[config.mk]
export PLATFORM = sky130hd
export DESIGN_NAME = rv32im_execute_unit_flat
export DESIGN_NICKNAME = d
export VERILOG_FILES = /design/src/hw/rtl/rv32_pkg.sv /design/src/hw/rtl/rv32_stream_if.sv /design/src/hw/rtl/rv32im_execute_unit.sv /design/src/flat_wrapper.sv
export SDC_FILE = /design/constraint.sdc
export NUM_CORES = 1
export LEC_CHECK = 0
export BUFFER_PORTS_ARGS = -buffer_cell sky130_fd_sc_hd__buf_2
export CAP_MARGIN = 25
export CELL_PAD_IN_SITES_DETAIL_PLACEMENT = 0
export CELL_PAD_IN_SITES_GLOBAL_PLACEMENT = 2
export CORE_MARGIN = 2
export CORE_UTILIZATION = 31
export DETAILED_ROUTE_END_ITERATION = 10
export PLACE_DENSITY_LB_ADDON = 0.1
export RECOVER_POWER = 100
export SLEW_MARGIN = 30
export SYNTH_ARGS = -nofsm -noshare
export SYNTH_HDL_FRONTEND = slang
export SYNTH_SLANG_ARGS = --single-unit
[constraint.sdc]
create_clock -name clk -period 1.9 [get_ports clk]
set_input_delay 0.19 -clock clk [delete_from_list [all_inputs] [get_ports clk]]
set_output_delay 0.19 -clock clk [all_outputs]
set_load 0.02 [all_outputs]
[src/hw/rtl/rv32_pkg.sv]
// rv32_pkg: opcodes, widths and shared types of the execute unit
// no dependencies
package rv32_pkg;
  localparam int XLEN = 32;
  localparam int OP_W = 6;
  localparam int REG_IDX_W = 4;

  localparam logic [OP_W-1:0] OP_ADD = 6'd0, OP_ADDI = 6'd1, OP_SUB = 6'd2,
    OP_LUI = 6'd3, OP_AUIPC = 6'd4, OP_XOR = 6'd5, OP_XORI = 6'd6, OP_OR = 6'd7,
    OP_ORI = 6'd8, OP_AND = 6'd9, OP_ANDI = 6'd10, OP_SLT = 6'd11, OP_SLTI = 6'd12,
    OP_SLTU = 6'd13, OP_SLTIU = 6'd14, OP_SLL = 6'd15, OP_SLLI = 6'd16,
    OP_SRL = 6'd17, OP_SRLI = 6'd18, OP_SRA = 6'd19, OP_SRAI = 6'd20,
    OP_BEQ = 6'd21, OP_BNE = 6'd22, OP_BLT = 6'd23, OP_BGE = 6'd24,
    OP_BLTU = 6'd25, OP_BGEU = 6'd26, OP_JAL = 6'd27, OP_JALR = 6'd28,
    OP_MUL = 6'd29, OP_MULH = 6'd30, OP_MULHSU = 6'd31, OP_MULHU = 6'd32,
    OP_DIV = 6'd33, OP_DIVU = 6'd34, OP_REM = 6'd35, OP_REMU = 6'd36;

  localparam logic [XLEN-1:0] UPPER_MASK = 32'hFFFF_F000;

  typedef struct packed {
    logic [OP_W-1:0]      opcode;
    logic [REG_IDX_W-1:0] dest_reg;
    logic [REG_IDX_W-1:0] src1_reg;
    logic [REG_IDX_W-1:0] src2_reg;
    logic signed [XLEN-1:0] immediate;
  } instr_t;

  typedef struct packed {
    logic                   write_enable;
    logic signed [XLEN-1:0] write_value;
    logic [XLEN-1:0]        next_pc;
    logic                   branch_taken;
  } result_t;
endpackage

[src/hw/rtl/rv32_stream_if.sv]
// rv32_stream_if: valid/ready channel carrying one packed item
// depends on nothing; the payload type is the parameter T
interface rv32_stream_if #(parameter type T = logic) ();
  logic valid;
  logic ready;
  T     data;
  modport source (output valid, output data, input ready);
  modport sink   (input valid, input data, output ready);
endinterface

[src/hw/rtl/rv32im_execute_unit.sv]
// rv32im_execute_unit: sequenced integer execute unit with register file
// depends on rv32_pkg and rv32_stream_if
//
// usage:
//   instr (sink) takes one decoded instruction item; result (source) gives
//   one item per instruction: write flag, written value, next word pc and
//   whether flow was redirected.
//   the unit works on one item at a time. after acceptance the S_READ state reads
//   the operands, then one of:
//     simple ops (alu, shifts, branches, jumps): the S_EXEC state
//     mul family: a radix-2 shift-and-add over 32 steps, then the S_FIX finish state
//     div/rem: a restoring radix-2 divider, 32 steps, then the S_FIX sign-fix state
//   the result is valid in the cycle after that. the 32-step loops on the
//   single shared adder make mul/div/rem the long case.
//   the result sits in an output register; the unit accepts the next item
//   once that register has been taken, so a stalled receiver stalls input.
//   reset clears the register file (16 flip-flop words), the pc and the
//   state register; the unit is ready in the first cycle after reset.
//   register 0 reads zero and writes to it are dropped.
module rv32im_execute_unit #(
  parameter int NUM_REGS = 16
) (
  input  logic clk,
  input  logic rst,
  rv32_stream_if.sink   instr,
  rv32_stream_if.source result
);
  import rv32_pkg::*;

  localparam logic [2:0] S_IDLE = 3'd0, S_READ = 3'd1, S_EXEC = 3'd2,
                         S_MUL = 3'd3, S_DIV = 3'd4, S_FIX = 3'd5, S_OUT = 3'd6;

  logic [2:0] state;
  logic [XLEN-1:0] regs [NUM_REGS];
  logic [XLEN-1:0] pc;
  instr_t cur;
  logic [XLEN-1:0] a, b;
  // multiply / divide working registers
  logic [XLEN-1:0] acc;     // product high / remainder
  logic [XLEN-1:0] lo;      // multiplier shifting out / quotient shifting in
  logic [XLEN-1:0] dsor;
  logic [4:0]      step;
  logic            q_neg, r_neg;
  result_t         res;

  // register reads; index 0 and indexes of NUM_REGS or more read zero
  function automatic logic [XLEN-1:0] rd(input logic [REG_IDX_W-1:0] i,
                                        input logic [XLEN-1:0] v);
    rd = (i == '0 || int'(i) >= NUM_REGS) ? '0 : v;
  endfunction

  function automatic logic [XLEN-1:0] offs(input logic [XLEN-1:0] imm);
    logic [XLEN-1:0] m;
    m = imm[XLEN-1] ? (-imm) : imm;
    m = m >> 2;
    offs = imm[XLEN-1] ? (-m) : m;
  endfunction

  // combinational execute of the simple ops
  logic [XLEN-1:0] ex_val, ex_next, opb;
  logic ex_we, ex_taken, cond, is_br;
  logic [4:0] sh;
  always_comb begin
    opb = (cur.opcode inside {OP_ADDI, OP_XORI, OP_ORI, OP_ANDI, OP_SLTI, OP_SLTIU,
                              OP_SLLI, OP_SRLI, OP_SRAI}) ? cur.immediate : b;
    sh = opb[4:0];
    ex_val = '0; ex_we = 1'b1; ex_taken = 1'b0; cond = 1'b0; is_br = 1'b0;
    ex_next = pc + 32'd1;
    case (cur.opcode)
      OP_ADD, OP_ADDI: ex_val = a + opb;
      OP_SUB: ex_val = a - b;
      OP_LUI: ex_val = cur.immediate;
      OP_AUIPC: ex_val = {pc[XLEN-3:0], 2'b00} + (cur.immediate & UPPER_MASK);
      OP_XOR, OP_XORI: ex_val = a ^ opb;
      OP_OR, OP_ORI: ex_val = a | opb;
      OP_AND, OP_ANDI: ex_val = a & opb;
      OP_SLT, OP_SLTI: ex_val = {31'd0, $signed(a) < $signed(opb)};
      OP_SLTU, OP_SLTIU: ex_val = {31'd0, a < opb};
      OP_SLL, OP_SLLI: ex_val = a << sh;
      OP_SRL, OP_SRLI: ex_val = a >> sh;
      OP_SRA, OP_SRAI: ex_val = $unsigned($signed(a) >>> sh);
      OP_BEQ: begin is_br = 1'b1; cond = a == b; end
      OP_BNE: begin is_br = 1'b1; cond = a != b; end
      OP_BLT: begin is_br = 1'b1; cond = $signed(a) < $signed(b); end
      OP_BGE: begin is_br = 1'b1; cond = $signed(a) >= $signed(b); end
      OP_BLTU: begin is_br = 1'b1; cond = a < b; end
      OP_BGEU: begin is_br = 1'b1; cond = a >= b; end
      OP_JAL: begin
        ex_val = pc + 32'd1; ex_taken = 1'b1; ex_next = pc + offs(cur.immediate);
      end
      OP_JALR: begin
        ex_val = pc + 32'd1; ex_taken = 1'b1; ex_next = a + offs(cur.immediate);
      end
      default: ex_we = 1'b0;
    endcase
    if (is_br) begin
      ex_we = 1'b0;
      if (cond) begin
        ex_taken = 1'b1;
        ex_next = pc + offs(cur.immediate);
      end
    end
  end

  // shared adder: multiply accumulate or trial subtract
  logic [XLEN:0] add_x, add_y, add_sum;
  logic add_cin;
  logic [XLEN-1:0] rem_sh;
  always_comb begin
    rem_sh = {acc[XLEN-2:0], lo[XLEN-1]};
    if (state == S_DIV) begin
      add_x   = {acc[XLEN-1], rem_sh};
      add_y   = ~{1'b0, dsor};
      add_cin = 1'b1;
    end else begin
      add_x   = {1'b0, acc};
      add_y   = lo[0] ? {1'b0, a} : '0;
      add_cin = 1'b0;
    end
    add_sum = add_x + add_y + {{XLEN{1'b0}}, add_cin};
  end

  logic is_mul, is_div, sgn_div, is_rem;
  assign is_mul  = cur.opcode inside {[OP_MUL:OP_MULHU]};
  assign is_div  = cur.opcode inside {[OP_DIV:OP_REMU]};
  assign sgn_div = cur.opcode == OP_DIV || cur.opcode == OP_REM;
  assign is_rem  = cur.opcode == OP_REM || cur.opcode == OP_REMU;

  // final result write to output register and register file
  logic [XLEN-1:0] fin_val, fin_next;
  logic fin_we, fin_taken, fin_go;
  logic [XLEN-1:0] q_fix, r_fix;
  always_comb begin
    q_fix = q_neg ? -lo : lo;
    r_fix = r_neg ? -acc : acc;
    fin_go = 1'b0; fin_val = ex_val; fin_we = ex_we; fin_next = ex_next;
    fin_taken = ex_taken;
    if (state == S_EXEC) fin_go = 1'b1;
    if (state == S_FIX) begin
      fin_go = 1'b1; fin_we = 1'b1; fin_taken = 1'b0; fin_next = pc + 32'd1;
      if (is_mul) begin
        case (cur.opcode)
          OP_MUL:    fin_val = lo;
          OP_MULH:   fin_val = acc - (a[XLEN-1] ? b : '0) - (b[XLEN-1] ? a : '0);
          OP_MULHSU: fin_val = acc - (a[XLEN-1] ? b : '0);
          default:   fin_val = acc;
        endcase
      end else if (b == '0) begin
        fin_val = is_rem ? a : '1;
      end else begin
        fin_val = is_rem ? r_fix : q_fix;
      end
    end
    if (cur.dest_reg == '0 || int'(cur.dest_reg) >= NUM_REGS) fin_we = 1'b0;
    if (!fin_we) fin_val = '0;
  end

  assign instr.ready  = state == S_IDLE;
  assign result.valid = state == S_OUT;
  assign result.data  = res;

  always_ff @(posedge clk) begin
    if (rst) begin
      state <= S_IDLE;
      pc <= '0;
      for (int i = 0; i < NUM_REGS; i++) regs[i] <= '0;
    end else begin
      case (state)
        S_IDLE: if (instr.valid) begin
          cur <= instr.data;
          state <= S_READ;
        end
        S_READ: begin
          a <= rd(cur.src1_reg, regs[cur.src1_reg]);
          b <= rd(cur.src2_reg, regs[cur.src2_reg]);
          step <= '0;
          state <= is_mul ? S_MUL : (is_div ? S_DIV : S_EXEC);
          acc <= '0;
          if (is_div) begin
            // operands become magnitudes for the signed forms
            lo   <= (sgn_div && regs[cur.src1_reg][XLEN-1]
                     && cur.src1_reg != '0) ? -regs[cur.src1_reg]
                    : rd(cur.src1_reg, regs[cur.src1_reg]);
            dsor <= (sgn_div && regs[cur.src2_reg][XLEN-1]
                     && cur.src2_reg != '0) ? -regs[cur.src2_reg]
                    : rd(cur.src2_reg, regs[cur.src2_reg]);
          end else begin
            lo <= rd(cur.src2_reg, regs[cur.src2_reg]);
          end
        end
        S_MUL: begin
          {acc, lo} <= {add_sum, lo[XLEN-1:1]};
          step <= step + 5'd1;
          if (step == 5'd31) state <= S_FIX;
        end
        S_DIV: begin
          if (!add_sum[XLEN]) begin
            acc <= add_sum[XLEN-1:0];
            lo  <= {lo[XLEN-2:0], 1'b1};
          end else begin
            acc <= rem_sh;
            lo  <= {lo[XLEN-2:0], 1'b0};
          end
          q_neg <= sgn_div && (a[XLEN-1] ^ b[XLEN-1]);
          r_neg <= sgn_div && a[XLEN-1];
          step <= step + 5'd1;
          if (step == 5'd31) state <= S_FIX;
        end
        S_EXEC, S_FIX: state <= S_OUT;
        S_OUT: if (result.ready) state <= S_IDLE;
        default: state <= S_IDLE;
      endcase
      if (fin_go) begin
        res <= '{fin_we, fin_val, fin_next, fin_taken};
        pc <= fin_next;
        if (fin_we) regs[cur.dest_reg] <= fin_val;
      end
    end
  end

  a_one_side: assert property (@(posedge clk) disable iff (rst)
    !(instr.ready && result.valid)) else $error("ready while result pending");
  a_done: assert property (@(posedge clk) disable iff (rst)
    (state == S_FIX) |=> result.valid) else $error("result missing after fix");
  a_zero: assert property (@(posedge clk) disable iff (rst)
    result.valid && !res.write_enable |-> res.write_value == '0)
    else $error("value without write");
endmodule
[src/flat_wrapper.sv]
// flat-port wrapper written by rule: the top's interface ports become plain ports
module rv32im_execute_unit_flat import rv32_pkg::*;
#(
  parameter int NUM_REGS = 16
)
  (clk, rst, instr_valid, instr_data, instr_ready, result_valid, result_data, result_ready);
  rv32_stream_if instr_i ();
  rv32_stream_if result_i ();
  input  logic clk;
  input  logic rst;
  input wire logic [$bits(instr_i.valid)-1:0] instr_valid;
  input wire logic [$bits(instr_i.data)-1:0] instr_data;
  output wire logic [$bits(instr_i.ready)-1:0] instr_ready;
  output wire logic [$bits(result_i.valid)-1:0] result_valid;
  output wire logic [$bits(result_i.data)-1:0] result_data;
  input wire logic [$bits(result_i.ready)-1:0] result_ready;
  assign instr_i.valid = instr_valid;
  assign instr_i.data = instr_data;
  assign instr_ready = instr_i.ready;
  assign result_valid = result_i.valid;
  assign result_data = result_i.data;
  assign result_i.ready = result_ready;
  rv32im_execute_unit #(.NUM_REGS(NUM_REGS)) u_core (.clk(clk), .rst(rst), .instr(instr_i), .result(result_i));
endmodule
# Word level (Yosys, flattened, before mapping)
# Cells that the tools add are included.
# classes
eq_ne	10
add_sub_neg	1
bitwise	1
n_reduce_logical	6
mux	5
# op_table
op	n
3-bit one-hot mux with 5 select lines	1
5-bit one-hot mux with 2 select lines	1
3-bit == test, second input constant	3
3-bit two-way mux	3
3-bit by 2-bit == test with 1-bit output, second input constant	2
5-bit by 1-bit adder with 5-bit output, second input constant	1
5-bit == test, second input constant	1
2-bit by 1-bit != test with 1-bit output, second input constant	2
2-bit OR reduction	2
3-bit by 1-bit == test with 1-bit output, second input constant	1
3-bit logical NOT	1
3-bit AND reduction	1
2-bit != test, second input constant	1
2-bit AND reduction	1
2-bit nonzero test	1
1-bit inverter	1
# word_totals
register_bits	8
input_bits	5

# Longest topological paths before layout
# Gate-level depths: netlist (run 1).
# depth
depth_word	4
depth_mapped	6

# Least setup slack after synthesis (run 1)
# No wires, ideal clock.
# synth_path
path_type	reg2reg
start	register u_core.step[0]
end	register u_core.state[0]
setup_slack_ns	0.377
setup_ns	0.114
t_arrival_ns	1.409
path_stages_with_launch	7
synth_period_minus_slack_ns	1.523
cell_sequence	edfxtp_1 -> ha_1 -> and3_1 -> ha_1 -> mux2_4 -> a21oi_1 -> nor2_1
# synth_via
elab_chain_cells	3
# synth_rtl
element	line	source
from (decl)	rv32im_execute_unit.sv:42	logic [4:0] step;
from (signal assigned)	rv32im_execute_unit.sv:193	step <= step + 5'd1;
from (signal assigned)	rv32im_execute_unit.sv:206	step <= step + 5'd1;
5-bit == test	rv32im_execute_unit.sv:194, rv32im_execute_unit.sv:207	
2-bit by 1-bit != test with 1-bit output (no source line)	n/a	
3-bit AND reduction (no source line)	n/a	
to (signal assigned)	rv32im_execute_unit.sv:177	state <= is_mul ? S_MUL : (is_div ? S_DIV : S_EXEC);
to (decl)	rv32im_execute_unit.sv:33	logic [2:0] state;
# No other way between the ends.
# A chain may end at the register's enable or synchronous reset.

# Worst setup path in the final report (run 1)
# Same ends and word-level chain as after synthesis.

==> flow_metrics.py, run 1 <==
metrics = {
    "clock_tree": {
        "cts_tree": "built",
        "h-tree-depth": 1,
        "clkTransAtPathRegs_ns": 0.06,
        "hold_buffers": 0,
        "postCtsSetupRepairBufs": 0,
        "cts_resized": 0,
        "cts_buffers": 3,
        "ctsRootBufferMaster": "clkbuf_4",
        "clk_latency_ns": 0.25,
        "clock_sinks": 8,
        "clk_path_buf_depth": 2,
    },
    "place": {
        "placedInstanceArea_um2": 450,
        "port_buffers": 5,
        "globalplace.congestion": 0.664,
        "place_ws_ns": 0.276,
        "placed_cells": 59,
    },
    "synth": {
        "synth_fp_nets": 48,
        "yosys_warnings": 0,
        "synth_cell_type_count": 22,
        "syn_inst": 41,
        "synth.area.top_cells": "edfxtp_1, dfxtp_1, nor2_1, ha_1, nor2b_1",
        "ys_seq_elements": 8,
        "synth_area_per_cell_um2": 10.4,
        "synth_area_um2": 425,
        "ys_seq_area_share_pct": 49.4,
        "synth_area_leader_cell": "edfxtp_1",
        "synth_top_area_share_pct": 35.3,
    },
    "floorplan": {
        "start_util_pct": 33.1,
        "die_height_um": 41.0,
        "rows": 13,
        "num_io_pins": 8,
        "die-area_um2": 1680,
        "die_w_um": 41.0,
        "core-area_um2": 1280,
    },
    "detailed_routing": {
        "routed_wl_um": 658,
        "dr_total_vias": 302,
        "wl_per_cell_um": 10.4,
        "drt_iter0_drc": 1,
        "dr.pass1.iters": 3,
        "vias_per_cell": 4.79,
        "ant_nets": 0,
        "route.detailed.drc": 0,
    },
    "setup_path": {
        "path_cells": "ha_1 > and3_1 > ha_1 > mux2_1 > a21oi_1 > nor2_1",
        "start_kind": "flop",
        "endpoint_kind": "flop",
        "slowest_delay_ns": 0.42,
        "critPathTopFamily": "adder cells",
        "arrival_ns": 1.83,
        "crit_required_ns": 2.04,
        "path_class": "flop to flop",
        "path_buf_inv": 0,
        "cp_slowest_cell": "edfxtp_1",
        "crit_path_max_fanout": 3,
        "cp_common_cell": "ha_1",
    },
    "final_layout": {
        "area_growth_pct": 9.71,
        "final_cell_area_um2": 467,
        "antennaDiodeCount": 0,
        "nets": 56,
        "final_util_pct": 36.3,
        "final_cell_count_no_fill": 63,
        "multi_input_area_um2": 189,
        "layout-drive-gt1-share_pct": 12.5,
        "ff_latch_area_um2": 210,
        "fillers": 135,
    },
    "timing": {
        "setup_tns_ns": 0,
        "hold_violations": 0,
        "slew_violations": 0,
        "worst_slack_ns": 0.212,
        "max_freq_mhz": 593,
        "fin_crit_ns": 1.69,
        "fin_skew_ns": 0.00734,
        "setup_viol": 0,
        "final.period_utilization_pct": 88.8,
        "grt_setup_unrepaired": "false",
    },
    "job": {
        "drv_cap": 0,
    },
    "global_route": {
        "grt_overflow_total": 0,
        "grt_usage_pct": 10.1,
        "grt_max_degree": 11,
        "antenna_found_initial": 0,
        "grt_pass1_vias": 278,
        "grt_first_pass_wirelength_mm": 1.07,
    },
    "pwr": {
        "power_density_nw_per_um2": 879,
        "leakage_nw": 0.179,
        "vdd_drop_max_mv": 0.408,
    },
    "status": {
        "status": "finished clean",
    },
    "worst_hold_path": {
        "hp-class": "primary input to flop",
    },
}
-- cell usage in the layout, fill, tap and decap left out --
cell | netlist | layout
clkbuf_1 | 0 | 3
dfxtp_1 | 3 | 3
mux2_1 | 0 | 1
a22oi_1 | 1 | 1
buf_2 | 0 | 3
nand3_1 | 1 | 1
o21ai_0 | 2 | 2
nand2_1 | 1 | 1
xor2_1 | 1 | 1
nor2_1 | 8 | 8
ha_1 | 2 | 2
nor3_1 | 1 | 1
and3b_1 | 1 | 1
nor2b_1 | 3 | 3
and3_1 | 1 | 1
nand2b_1 | 1 | 1
clkbuf_4 | 0 | 3
mux2i_1 | 1 | 1
conb_1 | 1 | 1
edfxtp_1 | 5 | 5
a21oi_1 | 3 | 4
xnor2_1 | 1 | 1
-- cell type report --
class / instances / share of cell area, %
multi-input cells: 31 / 40.5
well taps: 15 / 4.02
repair buffers: 5 / 4.83
clock buffers: 4 / 5.63
flip-flops and latches: 8 / 45.0
-- power by group --
part,switching (mW),internal (mW)
Combinational,0.0333,0.0241
Sequential,0.0157,0.199
Clock,0.0576,0.0803
Total,0.107,0.304
-- cell families (layout without fill, tap and decap cells) --
logic type / after synthesis / after routing / synth area share, %
AO/OA/AOI/OAI: 7 / 7 / 9.71
multiplexers: 2 / 2 / 5.88
adder cells (fa/ha/maj): 2 / 2 / 5.88
other: 1 / 1 / 0.882
AND/OR/NAND/NOR: 17 / 17 / 19.7
flip-flops: 8 / 8 / 49.4
buffers and inverters: 2 / 9 / 4.41
XOR/XNOR: 2 / 2 / 4.12
-- cell usage after synthesis --
library cell  instances
nor2_1                8
edfxtp_1              5
a21oi_1               3
dfxtp_1               3
nor2b_1               3
ha_1                  2
o21ai_0               2
a21oi_2               1
a22oi_1               1
and3_1                1
and3b_1               1
buf_4                 1
buf_6                 1
conb_1                1
mux2_4                1
mux2i_1               1
nand2_1               1
nand2b_1              1
nand3_1               1
nor3_1                1
xnor2_1               1
xor2_1                1
-- flip-flops by register name (all words and copies together), names as in the netlist --
register	cells
u_core.step	5
u_core.state	3
-- metrics by stage --
stage	total power, mW	hold slack, ns
after global routing	0.436	0.153
after global placement	0.277	0.402
after floorplan	0.268	0.259
final	0.410	0.158
after CTS	0.421	0.148
after detailed placement	0.280	0.408
-- worst paths after layout --
| check | start | endpoint | slack [ns] | cells after the start |
|---|---|---|---|---|
| worst max register to register | u_core.step[0] | u_core.state[0] | 0.21 | 6 |
| worst min register to register | u_core.step[0] | u_core.step[0] | 0.60 | 1 |
| worst max-delay path | u_core.step[0] | u_core.state[0] | 0.21 | 6 |
| worst min-delay path | rst | u_core.state[0] | 0.16 | 2 |
-- metal layers --
metal / wire [µm] / vias up / track usage [%]
met5: 0 / - / 0
met4: 0 / 0 / 5.00
met3: 21 / 0 / 3.26
met2: 318 / 5 / 14.8
met1: 317 / 141 / 13.0
li1: - / 156 / -
Power figures use the tool's default switching activity.
==> run 2, diff against run 1 <==
--- a/config.mk
+++ b/config.mk
@@ -14,6 +14,7 @@
 export DETAILED_ROUTE_END_ITERATION = 10
 export PLACE_DENSITY_LB_ADDON = 0.1
 export RECOVER_POWER = 100
+export REMOVE_ABC_BUFFERS = 1
 export SLEW_MARGIN = 30
 export SYNTH_ARGS = -nofsm -noshare
 export SYNTH_HDL_FRONTEND = slang
==> run 2 against run 1 <==
  * Via count rose by 1.3%
  * Critical path depth did not move
  * First-iteration DRC count grew to 8.0 times the previous value
  * Sequential cell count unchanged
  * Critical path type unchanged
  * Largest cell class unchanged
==> flow_metrics.py, run 2 (synthesis results as in run 1) <==
metrics = {
    "status": {
        "status": "finished clean",
    },
    "final_layout": {
        "layout-drive-gt1-share_pct": 12.5,
        "final_common_cell": "nor2_1",
        "layout_common_cells": "nor2_1, edfxtp_1, a21oi_1",
        "final_cell_count_no_fill": 63,
        "regMostFlops": "u_core.step",
        "largest_reg_flops": 5,
        "nets": 56,
        "reg_top3": "u_core.step (5), u_core.state (3)",
        "antennaDiodeCount": 0,
        "final_cell_area_um2": 467,
        "area_growth_pct": 9.71,
    },
    "clock_tree": {
        "postCtsSetupRepairBufs": 0,
        "cts_buffers": 3,
        "cts_resized": 0,
        "clk_latency_ns": 0.26,
        "ctsRootBufferMaster": "clkbuf_4",
        "h-tree-depth": 1,
        "clk_path_buf_depth": 2,
        "cts_tree": "built",
        "clock_sinks": 8,
        "hold_buffers": 0,
        "clkTransAtPathRegs_ns": 0.06,
    },
    "detailed_routing": {
        "ant_nets": 0,
        "routed_wl_um": 681,
        "drt_iter0_drc": 8,
        "vias_per_cell": 4.86,
        "dr_total_vias": 306,
        "dr.pass1.iters": 4,
        "wl_per_cell_um": 10.8,
        "route.detailed.drc": 0,
    },
    "setup_path": {
        "cp_common_cell": "ha_1",
        "crit_path_max_fanout": 3,
        "endpoint": "u_core.state[0]",
        "endpoint_kind": "flop",
        "slowest_delay_ns": 0.41,
        "rrSetupSlack_ns": 0.21,
        "cp_slowest_cell": "edfxtp_1",
        "path_cells": "ha_1 > and3_1 > ha_1 > mux2_1 > a21oi_1 > nor2_1",
        "r2r-end": "u_core.state[0]",
        "r2r-start": "u_core.step[0]",
        "path_class": "flop to flop",
        "start_kind": "flop",
        "reg2regPathDepth": 6,
        "crit_start": "u_core.step[0]",
        "crit_required_ns": 2.05,
        "arrival_ns": 1.83,
    },
    "timing": {
        "fin_skew_ns": 0.00624,
        "final.period_utilization_pct": 88.9,
        "max_freq_mhz": 592,
        "grt_setup_unrepaired": "false",
        "fin_crit_ns": 1.69,
        "hold_violations": 0,
        "setup_tns_ns": 0,
        "setup_viol": 0,
        "slew_violations": 0,
    },
    "global_route": {
        "grt_first_pass_wirelength_mm": 1.12,
        "grt_max_degree": 11,
        "antenna_found_initial": 0,
        "grt_pass1_vias": 270,
        "grt_usage_pct": 11.0,
        "grt_overflow_total": 0,
    },
    "place": {
        "globalplace.congestion": 0.616,
        "port_buffers": 5,
        "placed_cells": 59,
        "placedInstanceArea_um2": 450,
    },
    "pwr": {
        "leakage_nw": 0.179,
        "vdd_drop_max_mv": 0.379,
        "power_density_nw_per_um2": 886,
    },
    "job": {
        "drv_cap": 0,
    },
    "floorplan": {
        "die_height_um": 41.0,
        "num_io_pins": 8,
        "start_util_pct": 33.1,
        "die-area_um2": 1680,
        "rows": 13,
        "core-area_um2": 1280,
        "die_w_um": 41.0,
    },
    "worst_hold_path": {
        "hp-class": "primary input to flop",
    },
}
run 2: cell counts in the layout (fill, tap and decap cells not counted):
No cell type changed its count.
run 2: per-layer routing:
layer  global-route usage (%)  share of wire, %  up-vias
li1                         -                 -      157
met1                     14.9                49      136
met2                     13.7                40       11
met3                     3.26               9.1        2
met4                     10.0               1.2        0
met5                        0                 0        -
run 2: worst min-delay path by stage:
| stage | to | depth (start not counted) | from | slack [ns] |
|---|---|---|---|---|
| after floorplan | u_core.state[2] | 1 | rst | 0.26 |
| after global placement | u_core.state[2] | 2 | rst | 0.39 |
| after detailed placement | u_core.state[2] | 2 | rst | 0.40 |
| after CTS | u_core.state[2] | 2 | rst | 0.13 |
| after global routing | u_core.state[2] | 2 | rst | 0.14 |
| final | u_core.state[2] | 2 | rst | 0.14 |
run 2: critical path: cells and delay by family, from the launching register on:
kind / cells / cell delay, ns
fa+ha+maj: 2 / 0.47
flops: 1 / 0.41
mux: 1 / 0.30
simple gates: 2 / 0.24
compound gates: 1 / 0.16
run 2: area by class of cell:
class | instances | area, µm²
fill | 135 | 818
sequential | 8 | 210
timing repair buffer | 5 | 22.5
tap | 15 | 18.8
clock buffer | 4 | 26.3
multi-input combinational | 31 | 189
run 2: stage by stage:
stage | power (mW) | setup slack [ns] | hold WS, ns | utilization (%)
final | 0.414 | 0.211 | 0.135 | 36.3
after global routing | 0.439 | 0.0940 | 0.138 | 36.3
after CTS | 0.426 | 0.242 | 0.129 | 37.1
after detailed placement | 0.282 | 0.262 | 0.401 | 35.1
after global placement | 0.279 | 0.291 | 0.392 | 35.1
after floorplan | 0.263 | 0.377 | 0.259 | -
run 2: power by group:
part           leakage (nW)  total [mW]  switching (mW)  internal [mW]
Combinational        0.0918      0.0576          0.0334         0.0242
Clock                0.0150       0.141          0.0602         0.0805
Sequential           0.0718       0.215          0.0159          0.199
Total                 0.179       0.414           0.110          0.304
==> run 3, diff against run 2 <==
--- a/config.mk
+++ b/config.mk
@@ -13,7 +13,7 @@
 export CORE_UTILIZATION = 31
 export DETAILED_ROUTE_END_ITERATION = 10
 export PLACE_DENSITY_LB_ADDON = 0.1
-export RECOVER_POWER = 100
+export RECOVER_POWER = 50
 export REMOVE_ABC_BUFFERS = 1
 export SLEW_MARGIN = 30
 export SYNTH_ARGS = -nofsm -noshare
==> run 3 against run 2 <==
  * Combinational power up 3%
  * Worst hold slack about the same
  * Die area unchanged
  * Register-to-register slack better by 0.04 ns
  * Clock skew about the same
  * Power up 0.53%
  * Setup slack better by 0.043 ns
  * Critical endpoint unchanged
  * Largest power group unchanged
==> flow_metrics.py, run 3 (synthesis results as in run 1) <==
metrics = {
    "global_route": {
        "grt_usage_pct": 11.0,
        "grt_first_pass_wirelength_mm": 1.12,
        "grt_pass1_vias": 270,
        "grt_max_degree": 11,
        "antenna_found_initial": 0,
        "grt_overflow_total": 0,
    },
    "floorplan": {
        "die_height_um": 41.0,
        "die_w_um": 41.0,
        "start_util_pct": 33.1,
        "num_io_pins": 8,
        "rows": 13,
        "core-area_um2": 1280,
        "die-area_um2": 1680,
    },
    "timing": {
        "setup_viol": 0,
        "final.period_utilization_pct": 86.7,
        "setup_tns_ns": 0,
        "max_freq_mhz": 607,
        "fin_skew_ns": 0.00624,
        "hold_violations": 0,
        "slew_violations": 0,
        "fin_hold_ws_ns": 0.135,
        "fin_crit_ns": 1.65,
        "grt_setup_unrepaired": "false",
    },
    "clock_tree": {
        "clkTransAtPathRegs_ns": 0.06,
        "postCtsSetupRepairBufs": 0,
        "cts_resized": 0,
        "clock_sinks": 8,
        "clk_latency_ns": 0.26,
        "hold_buffers": 0,
        "h-tree-depth": 1,
        "cts_buffers": 3,
        "ctsRootBufferMaster": "clkbuf_4",
        "cts_tree": "built",
        "clk_path_buf_depth": 2,
    },
    "setup_path": {
        "critPathTopFamily": "adder cells",
        "endpoint_kind": "flop",
        "cp_slowest_cell": "edfxtp_1",
        "slowest_delay_ns": 0.41,
        "path_cells": "ha_1 > and3_1 > ha_1 > mux2_4 > a21oi_1 > nor2_1",
        "crit_path_max_fanout": 3,
        "cp_common_cell": "ha_1",
        "path_class": "flop to flop",
        "path_buf_inv": 0,
        "start_kind": "flop",
        "crit_required_ns": 2.05,
        "arrival_ns": 1.79,
    },
    "final_layout": {
        "layout-drive-gt1-share_pct": 14.6,
        "regMostFlops": "u_core.step",
        "multi_input_area_um2": 193,
        "final_util_pct": 36.6,
        "antennaDiodeCount": 0,
        "layout_common_cells": "nor2_1, edfxtp_1, a21oi_1",
        "largest_reg_flops": 5,
        "reg_top3": "u_core.step (5), u_core.state (3)",
        "fillers": 133,
        "final_common_cell": "nor2_1",
        "area_growth_pct": 10.6,
        "nets": 56,
        "ff_latch_area_um2": 210,
    },
    "detailed_routing": {
        "wl_per_cell_um": 10.9,
        "dr_total_vias": 308,
        "route.detailed.drc": 0,
        "vias_per_cell": 4.89,
        "dr.pass1.iters": 4,
        "drt_iter0_drc": 7,
        "routed_wl_um": 688,
        "ant_nets": 0,
    },
    "job": {
        "drv_cap": 0,
    },
    "status": {
        "status": "finished clean",
    },
    "worst_hold_path": {
        "hp-class": "primary input to flop",
    },
    "place": {
        "globalplace.congestion": 0.616,
        "port_buffers": 5,
    },
    "pwr": {
        "leakage_nw": 0.182,
        "power_density_nw_per_um2": 884,
        "vdd_drop_max_mv": 0.380,
    },
}
## run 3: changes by cell type in the layout (fill, tap and decap cells not counted)
cell / change
mux2_1: -1
mux2_4: +1
## run 3: worst register-to-register path, stage by stage (launching register included)
cell	delay, ns
edfxtp_1	0.41
ha_1	0.25
and3_1	0.19
ha_1	0.22
mux2_4	0.27
a21oi_1	0.16
nor2_1	0.05
## run 3: worst paths after layout
check                        from               to  slack [ns]  depth (start not counted)
setup / recovery   u_core.step[0]  u_core.state[0]        0.25                          6
hold / removal                rst  u_core.state[2]        0.14                          2
setup reg to reg   u_core.step[0]  u_core.state[0]        0.25                          6
hold reg to reg   u_core.state[1]  u_core.state[2]        0.58                          2
## run 3: final cells by class
type,count,share of cell area [%]
clock buffer,4,5.59
sequential,8,44.7
tap,15,3.99
multi-input combinational,31,41.0
timing repair buffer,5,4.79
## run 3: where the power goes
| group | switching (mW) | leakage, nW | internal (mW) | total [mW] |
|---|---|---|---|---|
| clock | 0.0602 | 0.0150 | 0.0805 | 0.141 |
| sequential | 0.0162 | 0.0718 | 0.199 | 0.216 |
| combinational | 0.0335 | 0.0950 | 0.0260 | 0.0595 |
| total | 0.110 | 0.182 | 0.306 | 0.416 |
## run 3: stage by stage
stage	setup slack (ns)	instance area, µm²	instances	total power, mW
floorplan	0.377	407	39	0.263
global placement	0.291	450	59	0.279
detailed placement	0.262	450	59	0.282
CTS	0.242	477	63	0.426
global route	0.142	470	63	0.442
finish	0.254	470	63	0.416
## run 3: metal layers
metal	vias up	global-route usage, %	share of wire (%)
li1	157	-	-
met1	138	14.9	49
met2	11	13.7	41
met3	2	3.26	9.0
met4	0	10.0	1.2
met5	-	0	0
